===== config.mk =====
export PLATFORM = sky130hd
export DESIGN_NAME = warp_block_dispatch_scheduler_top
export DESIGN_NICKNAME = d
export VERILOG_FILES = /design/src/design/wbds_pkg.sv /design/src/design/warp_block_dispatch_scheduler_top.sv /design/src/design/wbds_fifo.sv /design/src/design/wbds_warp_mem.sv
export SDC_FILE = /design/constraint.sdc
export NUM_CORES = 2
export LEC_CHECK = 0
export ABC_AREA = 1
export BUFFER_PORTS_ARGS = -buffer_cell sky130_fd_sc_hd__buf_2
export CORE_MARGIN = 4
export CORE_UTILIZATION = 54
export CTS_BUF_LIST = sky130_fd_sc_hd__clkbuf_8
export DETAILED_ROUTE_END_ITERATION = 12
export GPL_TIMING_DRIVEN = 1
export MAX_ROUTING_LAYER = met4
export PLACE_DENSITY_LB_ADDON = 0.25
export SYNTH_ARGS = -nofsm -noshare
export SYNTH_HDL_FRONTEND = slang
export SYNTH_SLANG_ARGS = --single-unit

===== constraint.sdc =====
create_clock -name clock -period 14.5 [get_ports clock]
set_input_delay 0.725 -clock clock [delete_from_list [all_inputs] [get_ports clock]]
set_output_delay 0.725 -clock clock [all_outputs]
set_load 0.01 [all_outputs]

===== src/design/wbds_pkg.sv =====
// Shared constants and types of the warp block dispatch scheduler.
package wbds_pkg;

   localparam int WarpSlotsDefault  = 64;
   localparam int BlockSlotsDefault = 16;

   localparam logic [1:0] OP_ASSIGN = 2'd0;
   localparam logic [1:0] OP_TICK   = 2'd1;
   localparam logic [1:0] OP_REMOVE = 2'd2;
   localparam logic [1:0] OP_UNUSED = 2'd3;

   localparam logic [1:0] CSR_BLOCK_LIMIT  = 2'd0;
   localparam logic [1:0] CSR_WARP_LIMIT   = 2'd1;
   localparam logic [1:0] CSR_ISSUE_BATCH  = 2'd2;
   localparam logic [1:0] CSR_RETIRE_THRES = 2'd3;

   localparam logic [4:0]  BLOCK_LIMIT_RST  = 5'd16;
   localparam logic [6:0]  WARP_LIMIT_RST   = 7'd64;
   localparam logic [7:0]  ISSUE_BATCH_RST  = 8'd8;
   localparam logic [14:0] RETIRE_THRES_RST = 15'd1000;

   typedef struct packed {
      logic push;
      logic pop;
   } fifo_ctl_type;

endpackage


===== src/design/warp_block_dispatch_scheduler_top.sv =====
// Warp block dispatch scheduler: admits blocks, issues warps round robin, frees done blocks.
// Tick reads the queue, the warp memory, then writes back; assign walks the slots until the
// block has its warps; remove sweeps all slots. Rejected assigns, empty ticks, unused ops
// answer from idle. One item at a time: the result strobe comes in the cycle after the
// last step, and busy is low again in that cycle. The receiver cannot stall the result.
// Synchronous reset empties the queue, frees all slots and restores the register defaults.
module warp_block_dispatch_scheduler_top
   import wbds_pkg::*;
#(
   parameter int WARP_SLOTS  = WarpSlotsDefault,
   parameter int BLOCK_SLOTS = BlockSlotsDefault
) (
   input  logic        clock,
   input  logic        reset,
   input  logic        start,
   output logic        busy,
   input  logic [1:0]  req_op,
   input  logic [6:0]  req_warp_count,
   input  logic        csr_valid,
   output logic        csr_ready,
   input  logic [1:0]  csr_index,
   input  logic [14:0] csr_wdata,
   output logic        rsp_valid,
   output logic        rsp_accepted,
   output logic        rsp_issued,
   output logic [5:0]  rsp_warp_slot,
   output logic [3:0]  rsp_block_slot,
   output logic        rsp_warp_retired,
   output logic        rsp_block_finished,
   output logic [4:0]  rsp_removed_blocks,
   output logic [4:0]  rsp_resident_blocks,
   output logic [6:0]  rsp_resident_warps,
   output logic        rsp_busy_res,
   output logic [31:0] rsp_idle_cycles
);

   localparam int WW    = (WARP_SLOTS > 1) ? $clog2(WARP_SLOTS) : 1;
   localparam int BW    = (BLOCK_SLOTS > 1) ? $clog2(BLOCK_SLOTS) : 1;
   localparam int WCW   = $clog2(WARP_SLOTS + 1);
   localparam int BCW   = $clog2(BLOCK_SLOTS + 1);
   localparam int SWEEP = (WARP_SLOTS >= BLOCK_SLOTS) ? WARP_SLOTS : BLOCK_SLOTS;
   localparam int SW    = $clog2(SWEEP + 1);

   localparam logic [2:0] ST_IDLE      = 3'd0;
   localparam logic [2:0] ST_ASSIGN    = 3'd1;
   localparam logic [2:0] ST_TICK_FIFO = 3'd2;
   localparam logic [2:0] ST_TICK_MEM  = 3'd3;
   localparam logic [2:0] ST_REMOVE    = 3'd4;

   logic [4:0]  blk_limit_ff;
   logic [6:0]  warp_limit_ff;
   logic [7:0]  batch_ff;
   logic [14:0] thres_ff;

   logic [2:0]  state_ff, state_in;
   logic [6:0]  n_ff;
   logic [6:0]  got_ff;
   logic        first_ff;
   logic [SW-1:0] walk_ff;
   logic [BW-1:0] bsel_ff;
   logic [WW-1:0] wsel_ff;
   logic [BLOCK_SLOTS-1:0] kill_ff;
   logic [BCW-1:0] removed_ff;

   logic [WARP_SLOTS-1:0]  warp_valid_ff;
   logic [BLOCK_SLOTS-1:0] blk_valid_ff, blk_done_ff;
   logic [6:0] blk_size_ff [BLOCK_SLOTS];
   logic [6:0] blk_ret_ff  [BLOCK_SLOTS];
   logic [BCW-1:0] blocks_ff;
   logic [WCW-1:0] total_ff;
   logic        running_ff;
   logic [31:0] idle_ff;

   logic        rv_ff, racc_ff, riss_ff, rret_ff, rfin_ff;
   logic [WW-1:0]  rws_ff;
   logic [BW-1:0]  rbs_ff;
   logic [BCW-1:0] rrem_ff;

   fifo_ctl_type   fctl;
   logic [WW-1:0]  fpush_data, fpop_data;
   logic [WCW-1:0] fcount;

   logic           mwe;
   logic [WW-1:0]  mwaddr, mraddr;
   logic [BW-1:0]  mwowner, mrowner;
   logic [15:0]    mwcount, mrcount;

   logic [7:0]     sum_in;
   logic           admit;
   logic [BW-1:0]  free_blk;
   logic [WW-1:0]  walk_w, prev_w;
   logic           take;
   logic [16:0]    csum;
   logic [6:0]     ret_in;

   wbds_fifo #(.DEPTH(WARP_SLOTS)) u_fifo (
      .clock     (clock),
      .reset     (reset),
      .ctl       (fctl),
      .push_data (fpush_data),
      .pop_data  (fpop_data),
      .count     (fcount)
   );

   wbds_warp_mem #(.WARP_SLOTS(WARP_SLOTS), .OWNER_W(BW)) u_wmem (
      .clock    (clock),
      .wr_en    (mwe),
      .wr_addr  (mwaddr),
      .wr_owner (mwowner),
      .wr_count (mwcount),
      .rd_addr  (mraddr),
      .rd_owner (mrowner),
      .rd_count (mrcount)
   );

   assign busy      = (state_ff != ST_IDLE);
   assign csr_ready = 1'b1;

   always_comb begin
      free_blk = '0;
      for (int i = BLOCK_SLOTS - 1; i >= 0; i--) begin
         if (!blk_valid_ff[i]) begin
            free_blk = BW'(i);
         end
      end
   end

   assign sum_in = 8'(total_ff) + {1'b0, req_warp_count};
   assign admit  = (req_warp_count != 7'd0) && (5'(blocks_ff) < blk_limit_ff) &&
                   (blocks_ff < BCW'(BLOCK_SLOTS)) && (sum_in <= {1'b0, warp_limit_ff}) &&
                   (sum_in <= 8'(WARP_SLOTS));

   assign walk_w = walk_ff[WW-1:0];
   assign prev_w = WW'(walk_ff - 1'b1);
   assign take   = !warp_valid_ff[walk_w];
   assign csum   = {1'b0, mrcount} + {9'd0, batch_ff};
   assign ret_in = blk_ret_ff[mrowner] + 7'd1;

   always_comb begin
      fctl       = '0;
      fpush_data = wsel_ff;
      mwe        = 1'b0;
      mwaddr     = wsel_ff;
      mwowner    = mrowner;
      mwcount    = csum[15:0];
      mraddr     = walk_w;
      state_in   = state_ff;
      case (state_ff)
         ST_IDLE: begin
            if (start) begin
               case (req_op)
                  OP_ASSIGN: if (admit) state_in = ST_ASSIGN;
                  OP_TICK: begin
                     if (fcount != '0) begin
                        fctl.pop = 1'b1;
                        state_in = ST_TICK_FIFO;
                     end
                  end
                  OP_REMOVE: state_in = ST_REMOVE;
                  default: state_in = ST_IDLE;
               endcase
            end
         end
         ST_ASSIGN: begin
            if (take) begin
               fctl.push  = 1'b1;
               fpush_data = walk_w;
               mwe        = 1'b1;
               mwaddr     = walk_w;
               mwowner    = bsel_ff;
               mwcount    = '0;
               if (got_ff + 7'd1 == n_ff) state_in = ST_IDLE;
            end
         end
         ST_TICK_FIFO: begin
            mraddr   = fpop_data;
            state_in = ST_TICK_MEM;
         end
         ST_TICK_MEM: begin
            mwe = 1'b1;
            if (csum < {2'b0, thres_ff}) fctl.push = 1'b1;
            state_in = ST_IDLE;
         end
         ST_REMOVE: begin
            if (walk_ff == SW'(SWEEP)) state_in = ST_IDLE;
         end
         default: state_in = ST_IDLE;
      endcase
   end

   always_ff @(posedge clock) begin
      if (reset) begin
         blk_limit_ff  <= BLOCK_LIMIT_RST;
         warp_limit_ff <= WARP_LIMIT_RST;
         batch_ff      <= ISSUE_BATCH_RST;
         thres_ff      <= RETIRE_THRES_RST;
      end else if (csr_valid) begin
         case (csr_index)
            CSR_BLOCK_LIMIT:  blk_limit_ff  <= csr_wdata[4:0];
            CSR_WARP_LIMIT:   warp_limit_ff <= csr_wdata[6:0];
            CSR_ISSUE_BATCH:  batch_ff      <= csr_wdata[7:0];
            CSR_RETIRE_THRES: thres_ff      <= csr_wdata;
            default: ;
         endcase
      end
   end

   always_ff @(posedge clock) begin
      if (reset) begin
         state_ff      <= ST_IDLE;
         warp_valid_ff <= '0;
         blk_valid_ff  <= '0;
         blk_done_ff   <= '0;
         blocks_ff     <= '0;
         total_ff      <= '0;
         running_ff    <= 1'b0;
         idle_ff       <= '0;
         rv_ff         <= 1'b0;
      end else begin
         state_ff <= state_in;
         rv_ff    <= 1'b0;
         case (state_ff)
            ST_IDLE: begin
               if (start) begin
                  racc_ff <= 1'b0;
                  riss_ff <= 1'b0;
                  rret_ff <= 1'b0;
                  rfin_ff <= 1'b0;
                  rws_ff  <= '0;
                  rbs_ff  <= '0;
                  rrem_ff <= '0;
                  n_ff    <= req_warp_count;
                  got_ff  <= '0;
                  first_ff <= 1'b1;
                  walk_ff <= '0;
                  case (req_op)
                     OP_ASSIGN: begin
                        if (admit) begin
                           bsel_ff <= free_blk;
                           blk_valid_ff[free_blk] <= 1'b1;
                           blk_done_ff[free_blk]  <= 1'b0;
                           blk_size_ff[free_blk]  <= req_warp_count;
                           blk_ret_ff[free_blk]   <= '0;
                        end else begin
                           rv_ff <= 1'b1;
                        end
                     end
                     OP_TICK: begin
                        if (fcount == '0) begin
                           idle_ff <= idle_ff + 32'd1;
                           rv_ff   <= 1'b1;
                        end
                     end
                     OP_REMOVE: begin
                        kill_ff    <= blk_valid_ff & blk_done_ff;
                        removed_ff <= '0;
                     end
                     default: rv_ff <= 1'b1;
                  endcase
               end
            end
            ST_ASSIGN: begin
               walk_ff <= walk_ff + 1'b1;
               if (take) begin
                  warp_valid_ff[walk_w] <= 1'b1;
                  got_ff   <= got_ff + 7'd1;
                  first_ff <= 1'b0;
                  if (first_ff) rws_ff <= walk_w;
                  if (got_ff + 7'd1 == n_ff) begin
                     total_ff   <= total_ff + WCW'(n_ff);
                     blocks_ff  <= blocks_ff + 1'b1;
                     running_ff <= 1'b1;
                     racc_ff    <= 1'b1;
                     rbs_ff     <= bsel_ff;
                     rv_ff      <= 1'b1;
                  end
               end
            end
            ST_TICK_FIFO: begin
               wsel_ff <= fpop_data;
            end
            ST_TICK_MEM: begin
               riss_ff <= 1'b1;
               rws_ff  <= wsel_ff;
               rbs_ff  <= mrowner;
               rv_ff   <= 1'b1;
               if (csum >= {2'b0, thres_ff}) begin
                  rret_ff <= 1'b1;
                  blk_ret_ff[mrowner] <= ret_in;
                  if (ret_in >= blk_size_ff[mrowner]) begin
                     blk_done_ff[mrowner] <= 1'b1;
                     rfin_ff <= 1'b1;
                  end
               end
            end
            ST_REMOVE: begin
               walk_ff <= walk_ff + 1'b1;
               // Owner data is registered and belongs to the previous read address.
               if (walk_ff != '0 && walk_ff <= SW'(WARP_SLOTS)) begin
                  if (warp_valid_ff[prev_w] && kill_ff[mrowner]) begin
                     warp_valid_ff[prev_w] <= 1'b0;
                  end
               end
               if (walk_ff < SW'(BLOCK_SLOTS)) begin
                  if (kill_ff[walk_ff[BW-1:0]]) begin
                     total_ff   <= total_ff - WCW'(blk_size_ff[walk_ff[BW-1:0]]);
                     removed_ff <= removed_ff + 1'b1;
                  end
               end
               if (walk_ff == SW'(SWEEP)) begin
                  blk_valid_ff <= blk_valid_ff & ~kill_ff;
                  blk_done_ff  <= blk_done_ff & ~kill_ff;
                  blocks_ff    <= blocks_ff - removed_ff;
                  if (blocks_ff == removed_ff) running_ff <= 1'b0;
                  rrem_ff <= removed_ff;
                  rv_ff   <= 1'b1;
               end
            end
            default: ;
         endcase
      end
   end

   assign rsp_valid           = rv_ff;
   assign rsp_accepted        = racc_ff;
   assign rsp_issued          = riss_ff;
   assign rsp_warp_slot       = 6'(rws_ff);
   assign rsp_block_slot      = 4'(rbs_ff);
   assign rsp_warp_retired    = rret_ff;
   assign rsp_block_finished  = rfin_ff;
   assign rsp_removed_blocks  = 5'(rrem_ff);
   assign rsp_resident_blocks = 5'(blocks_ff);
   assign rsp_resident_warps  = 7'(total_ff);
   assign rsp_busy_res        = running_ff;
   assign rsp_idle_cycles     = idle_ff;

endmodule


===== src/design/wbds_fifo.sv =====
// Ready queue of warp slots held in a synchronous memory with head and tail pointers.
module wbds_fifo
   import wbds_pkg::*;
#(
   parameter int DEPTH = WarpSlotsDefault,
   localparam int AW = (DEPTH > 1) ? $clog2(DEPTH) : 1,
   localparam int CW = $clog2(DEPTH + 1)
) (
   input  logic          clock,
   input  logic          reset,
   input  fifo_ctl_type  ctl,
   input  logic [AW-1:0] push_data,
   output logic [AW-1:0] pop_data,
   output logic [CW-1:0] count
);

   logic [AW-1:0] mem [DEPTH];
   logic [AW-1:0] head_ff, tail_ff, rd_ff;
   logic [CW-1:0] count_ff;

   always_ff @(posedge clock) begin
      if (reset) begin
         head_ff  <= '0;
         tail_ff  <= '0;
         count_ff <= '0;
      end else begin
         if (ctl.push) begin
            tail_ff <= (tail_ff == AW'(DEPTH - 1)) ? '0 : tail_ff + 1'b1;
         end
         if (ctl.pop) begin
            head_ff <= (head_ff == AW'(DEPTH - 1)) ? '0 : head_ff + 1'b1;
         end
         if (ctl.push && !ctl.pop) begin
            count_ff <= count_ff + 1'b1;
         end else if (ctl.pop && !ctl.push) begin
            count_ff <= count_ff - 1'b1;
         end
      end
   end

   always_ff @(posedge clock) begin
      if (ctl.push) begin
         mem[tail_ff] <= push_data;
      end
      if (ctl.pop) begin
         rd_ff <= mem[head_ff];
      end
   end

   assign pop_data = rd_ff;
   assign count    = count_ff;

endmodule


===== src/design/wbds_warp_mem.sv =====
// Per-warp owner and instruction count memories with one write and one read port.
module wbds_warp_mem
   import wbds_pkg::*;
#(
   parameter int WARP_SLOTS = WarpSlotsDefault,
   parameter int OWNER_W    = 4,
   localparam int AW = (WARP_SLOTS > 1) ? $clog2(WARP_SLOTS) : 1
) (
   input  logic               clock,
   input  logic               wr_en,
   input  logic [AW-1:0]      wr_addr,
   input  logic [OWNER_W-1:0] wr_owner,
   input  logic [15:0]        wr_count,
   input  logic [AW-1:0]      rd_addr,
   output logic [OWNER_W-1:0] rd_owner,
   output logic [15:0]        rd_count
);

   logic [OWNER_W-1:0] owner_mem [WARP_SLOTS];
   logic [15:0]        count_mem [WARP_SLOTS];
   logic [OWNER_W-1:0] owner_ff;
   logic [15:0]        count_ff;

   always_ff @(posedge clock) begin
      if (wr_en) begin
         owner_mem[wr_addr] <= wr_owner;
         count_mem[wr_addr] <= wr_count;
      end
      owner_ff <= owner_mem[rd_addr];
      count_ff <= count_mem[rd_addr];
   end

   assign rd_owner = owner_ff;
   assign rd_count = count_ff;

endmodule


==> results.sh <==
export IMPL_relSlewSlack=0.0507
export IMPL_fin_cells=10800
export IMPL_drtIter0Drc=8861
export IMPL_io_buffers=95
export IMPL_async_flop_share=0
export IMPL_grt_util_met1=0.405
export IMPL_setup_viol=0
export IMPL_dp_slack_ps=8460
export IMPL_grt_usage=0.302
export IMPL_r2r_slack_ps=8410
export IMPL_use_met2=0.454
export IMPL_yosysWarnings=0
export IMPL_drcViolationCount=0
export IMPL_use_met3=0.0607
export IMPL_start_util=0.546
export IMPL_drv_slew=0
export IMPL_switching_share=0.376
export IMPL_clk_latency_ps=1060
export IMPL_drtPass1Iterations=6
export IMPL_drtAntennaViolNets=0
export IMPL_coreArea_um2=170000
export IMPL_combPwrFrac=0.300
export IMPL_avgSynthCellArea_um2=11.4
export IMPL_post_route_cells_drive_above_1_share=0.0967
export IMPL_grt_pass1_vias=63900
export IMPL_tightest_slew_ps=1420
export IMPL_grt_overflow=0
export IMPL_postCtsHoldBufs=16
export IMPL_p_clk_frac=0.269
export IMPL_switchingPower_mw=7.11
export IMPL_layout_commonest_cell="edfxtp_1"
export IMPL_intPower_mw=11.8
export IMPL_synth_edff_count=1966
export IMPL_syn_num_nets=8242
export IMPL_cts_root_buffer_cell="clkbuf_8"
export IMPL_grt_max_degree=238
export IMPL_rsz0062_at_grt="false"
export IMPL_cp_data_required_time_ps=15110
export IMPL_routed_wl_mm=269
export IMPL_p_per_area_nw_per_um2=185
export IMPL_ys_seq_area_frac=0.684
export IMPL_min_period_over_period=0.420
export IMPL_end_kind="flip-flop"
export IMPL_hp_class="input pin to flip-flop"
export IMPL_cp_common_cell="nand2_2"
export IMPL_dieHeight_um=423
export IMPL_synth_area_um2=92900
export IMPL_cts_clk_slew_worst_paths_ps=60
export IMPL_fin_area_um2=102000
export IMPL_core_rowCount=151
export IMPL_clock_fmax_mhz=164
export IMPL_hold_viol=0
export IMPL_cap_violations=0
export IMPL_placed_cells=10100
export IMPL_peakVddDrop_mv=0.223
export IMPL_syn_inst=8131
export IMPL_vias=67800
export IMPL_die_x_um=423
export IMPL_top_usage_layer="met2"
export IMPL_cellLeakagePower_nw=34.2
export IMPL_htreeDepth=5
export IMPL_setup_ws_ps=8410
export IMPL_antenna_found_initial=7
export IMPL_outcome="completed"
export IMPL_area_delta_synth_final_pct=10.1
export IMPL_max_stage_delay_ps=1100
export IMPL_utilization=0.601
export IMPL_grt_pass1_wl_mm=401
export IMPL_wire_per_inst_um=25.0
export IMPL_routed_via_density=6.29
export IMPL_cts_tree="done"
export IMPL_numClockSinks=2189
export IMPL_post_cts_buffers=0
export IMPL_dp_hpwl_mm=158
export IMPL_ys_types=57
export IMPL_nNetsFinal=8311
export IMPL_ys_ff_latch=2189
export IMPL_die_area_um2=179000
export IMPL_ios=97
export IMPL_cp_data_arrival_time_ps=6700
export IMPL_start_kind="flip-flop"
export IMPL_place_gp_congestion=0.943
export IMPL_critPathMaxFanout=67
export IMPL_cpMaxStageDelayCell="nor2_2"
export IMPL_fin_worst_skew_ps=87.1
export IMPL_cts_buffers=367
export IMPL_mostFrequentLayoutCells="edfxtp_1 (1966), nor2_1 (1219), o21ai_0 (1124)"
export IMPL_seqPwrFrac=0.431
export IMPL_postPlaceCellArea_um2=95400
export IMPL_postCtsResizedCells=0
export IMPL_synthFlopType="edfxtp_1"
export IMPL_period_needed_ps=6090
export IMPL_crit_chain="inv_2 -> nand3_1 -> inv_1 -> a22oi_1 -> nand3_1 -> nand2_1 -> nand2_1 -> nor2_4 -> nand3_4 -> nand2_2 -> nand2_2 -> buf_4 -> a21oi_2 -> nand2_2 -> nor2_2"
export IMPL_cts_max_path_buffers=4
export IMPL_path_class="flip-flop to flip-flop"
export IMPL_tns_ps=0
[cell families (layout without fill, tap and decap cells)]
group / after synthesis / after routing / synth area share
and+or+nand+nor: 2569 / 2569 / 0.115
AOI/OAI and AO/OA: 2292 / 2292 / 0.146
DFF: 2189 / 2189 / 0.684
buffers and inverters: 942 / 1283 / 0.0390
adders and majority gates: 81 / 81 / 0.0113
xor gates and xnor gates: 55 / 55 / 0.00519
muxes: 2 / 2 / 0.000215
other: 1 / 8 / 0.0000404
[through the flow]
step | total power [mW] | hold slack [ps]
floorplan | 11.5 | 426
detailed placement | 13.8 | 450
global route | 19.7 | 63.7
finish | 18.9 | 91.6
CTS | 18.8 | 1.14
global placement | 13.7 | 446
[power by group through the flow]
stage / sequential, mW / combinational, mW / clock (mW)
after global routing: 8.16 / 6.07 / 5.45
after CTS: 8.14 / 5.56 / 5.14
final: 8.15 / 5.69 / 5.09
after detailed placement: 8.27 / 5.55 / 0
after floorplan: 8.15 / 3.30 / 0
after global placement: 8.27 / 5.44 / 0
[layer usage]
layer | part of all wire | up-vias
met5 | 0 | -
met4 | 0.040 | 0
met3 | 0.10 | 622
met2 | 0.46 | 3847
met1 | 0.39 | 33200
li1 | - | 30100
[worst max-delay path: cells and delay by family (launching register included)]
kind | cells | cell delay [ps]
buffers and inverters | 3 | 1010
DFF | 1 | 880
AOI/OAI and AO/OA | 2 | 640
and+or+nand+nor | 10 | 3170
[final cells by class]
| cell class | instances | area (µm²) |
|---|---|---|
| inverter | 421 | 1610 |
| tap | 2295 | 2870 |
| timing repair buffer | 221 | 1510 |
| clock inverter | 245 | 1240 |
| clock buffer | 396 | 5450 |
| sequential | 2189 | 63500 |
| fill | 13600 | 67900 |
| antenna | 7 | 17.5 |
| multi-input combinational | 5000 | 26100 |
[worst paths after layout]
path | to | cells past startpoint | start
setup / recovery | u_wmem.count_mem[45][12] | 15 | walk_ff[0]
hold / removal | warp_limit_ff[6] | 4 | csr_index[1]
setup reg to reg | u_wmem.count_mem[45][12] | 15 | walk_ff[0]
hold reg to reg | warp_limit_ff[1] | 2 | warp_limit_ff[1]
[cell usage after synthesis, types with 13 or more instances]
cell type	number	area share
a21oi_1	278	0.015
nand3_1	450	0.024
clkbuf_1	463	0.019
nor4_1	15	0.0010
buf_2	27	0.0015
a31oi_1	38	0.0026
nand2_1	653	0.026
o22ai_1	285	0.019
nand2_2	15	0.0010
nor3_1	54	0.0029
nor2_1	1289	0.052
buf_1	19	0.00077
o221ai_1	207	0.020
inv_2	13	0.00053
a22oi_1	56	0.0045
ha_1	76	0.010
xor2_1	44	0.0041
nand4_1	56	0.0038
o21ai_0	1129	0.061
dfxtp_1	223	0.048
edfxtp_1	1966	0.64
inv_1	397	0.016
o211ai_1	250	0.020
[registers in the layout, indices dropped and copies added, names as in the netlist, 8 cells and up, named ones only]
name / flops
blk_size_ff: 112
u_wmem.count_mem: 1024
blk_ret_ff: 112
kill_ff: 16
u_wmem.owner_mem: 256
u_fifo.mem: 384
blk_valid_ff: 16
u_wmem.rd_count: 16
thres_ff: 15
blk_done_ff: 16
rsp_idle_cycles: 32
batch_ff: 8
warp_valid_ff: 64
No activity file was read; power rests on OpenSTA's default activity.
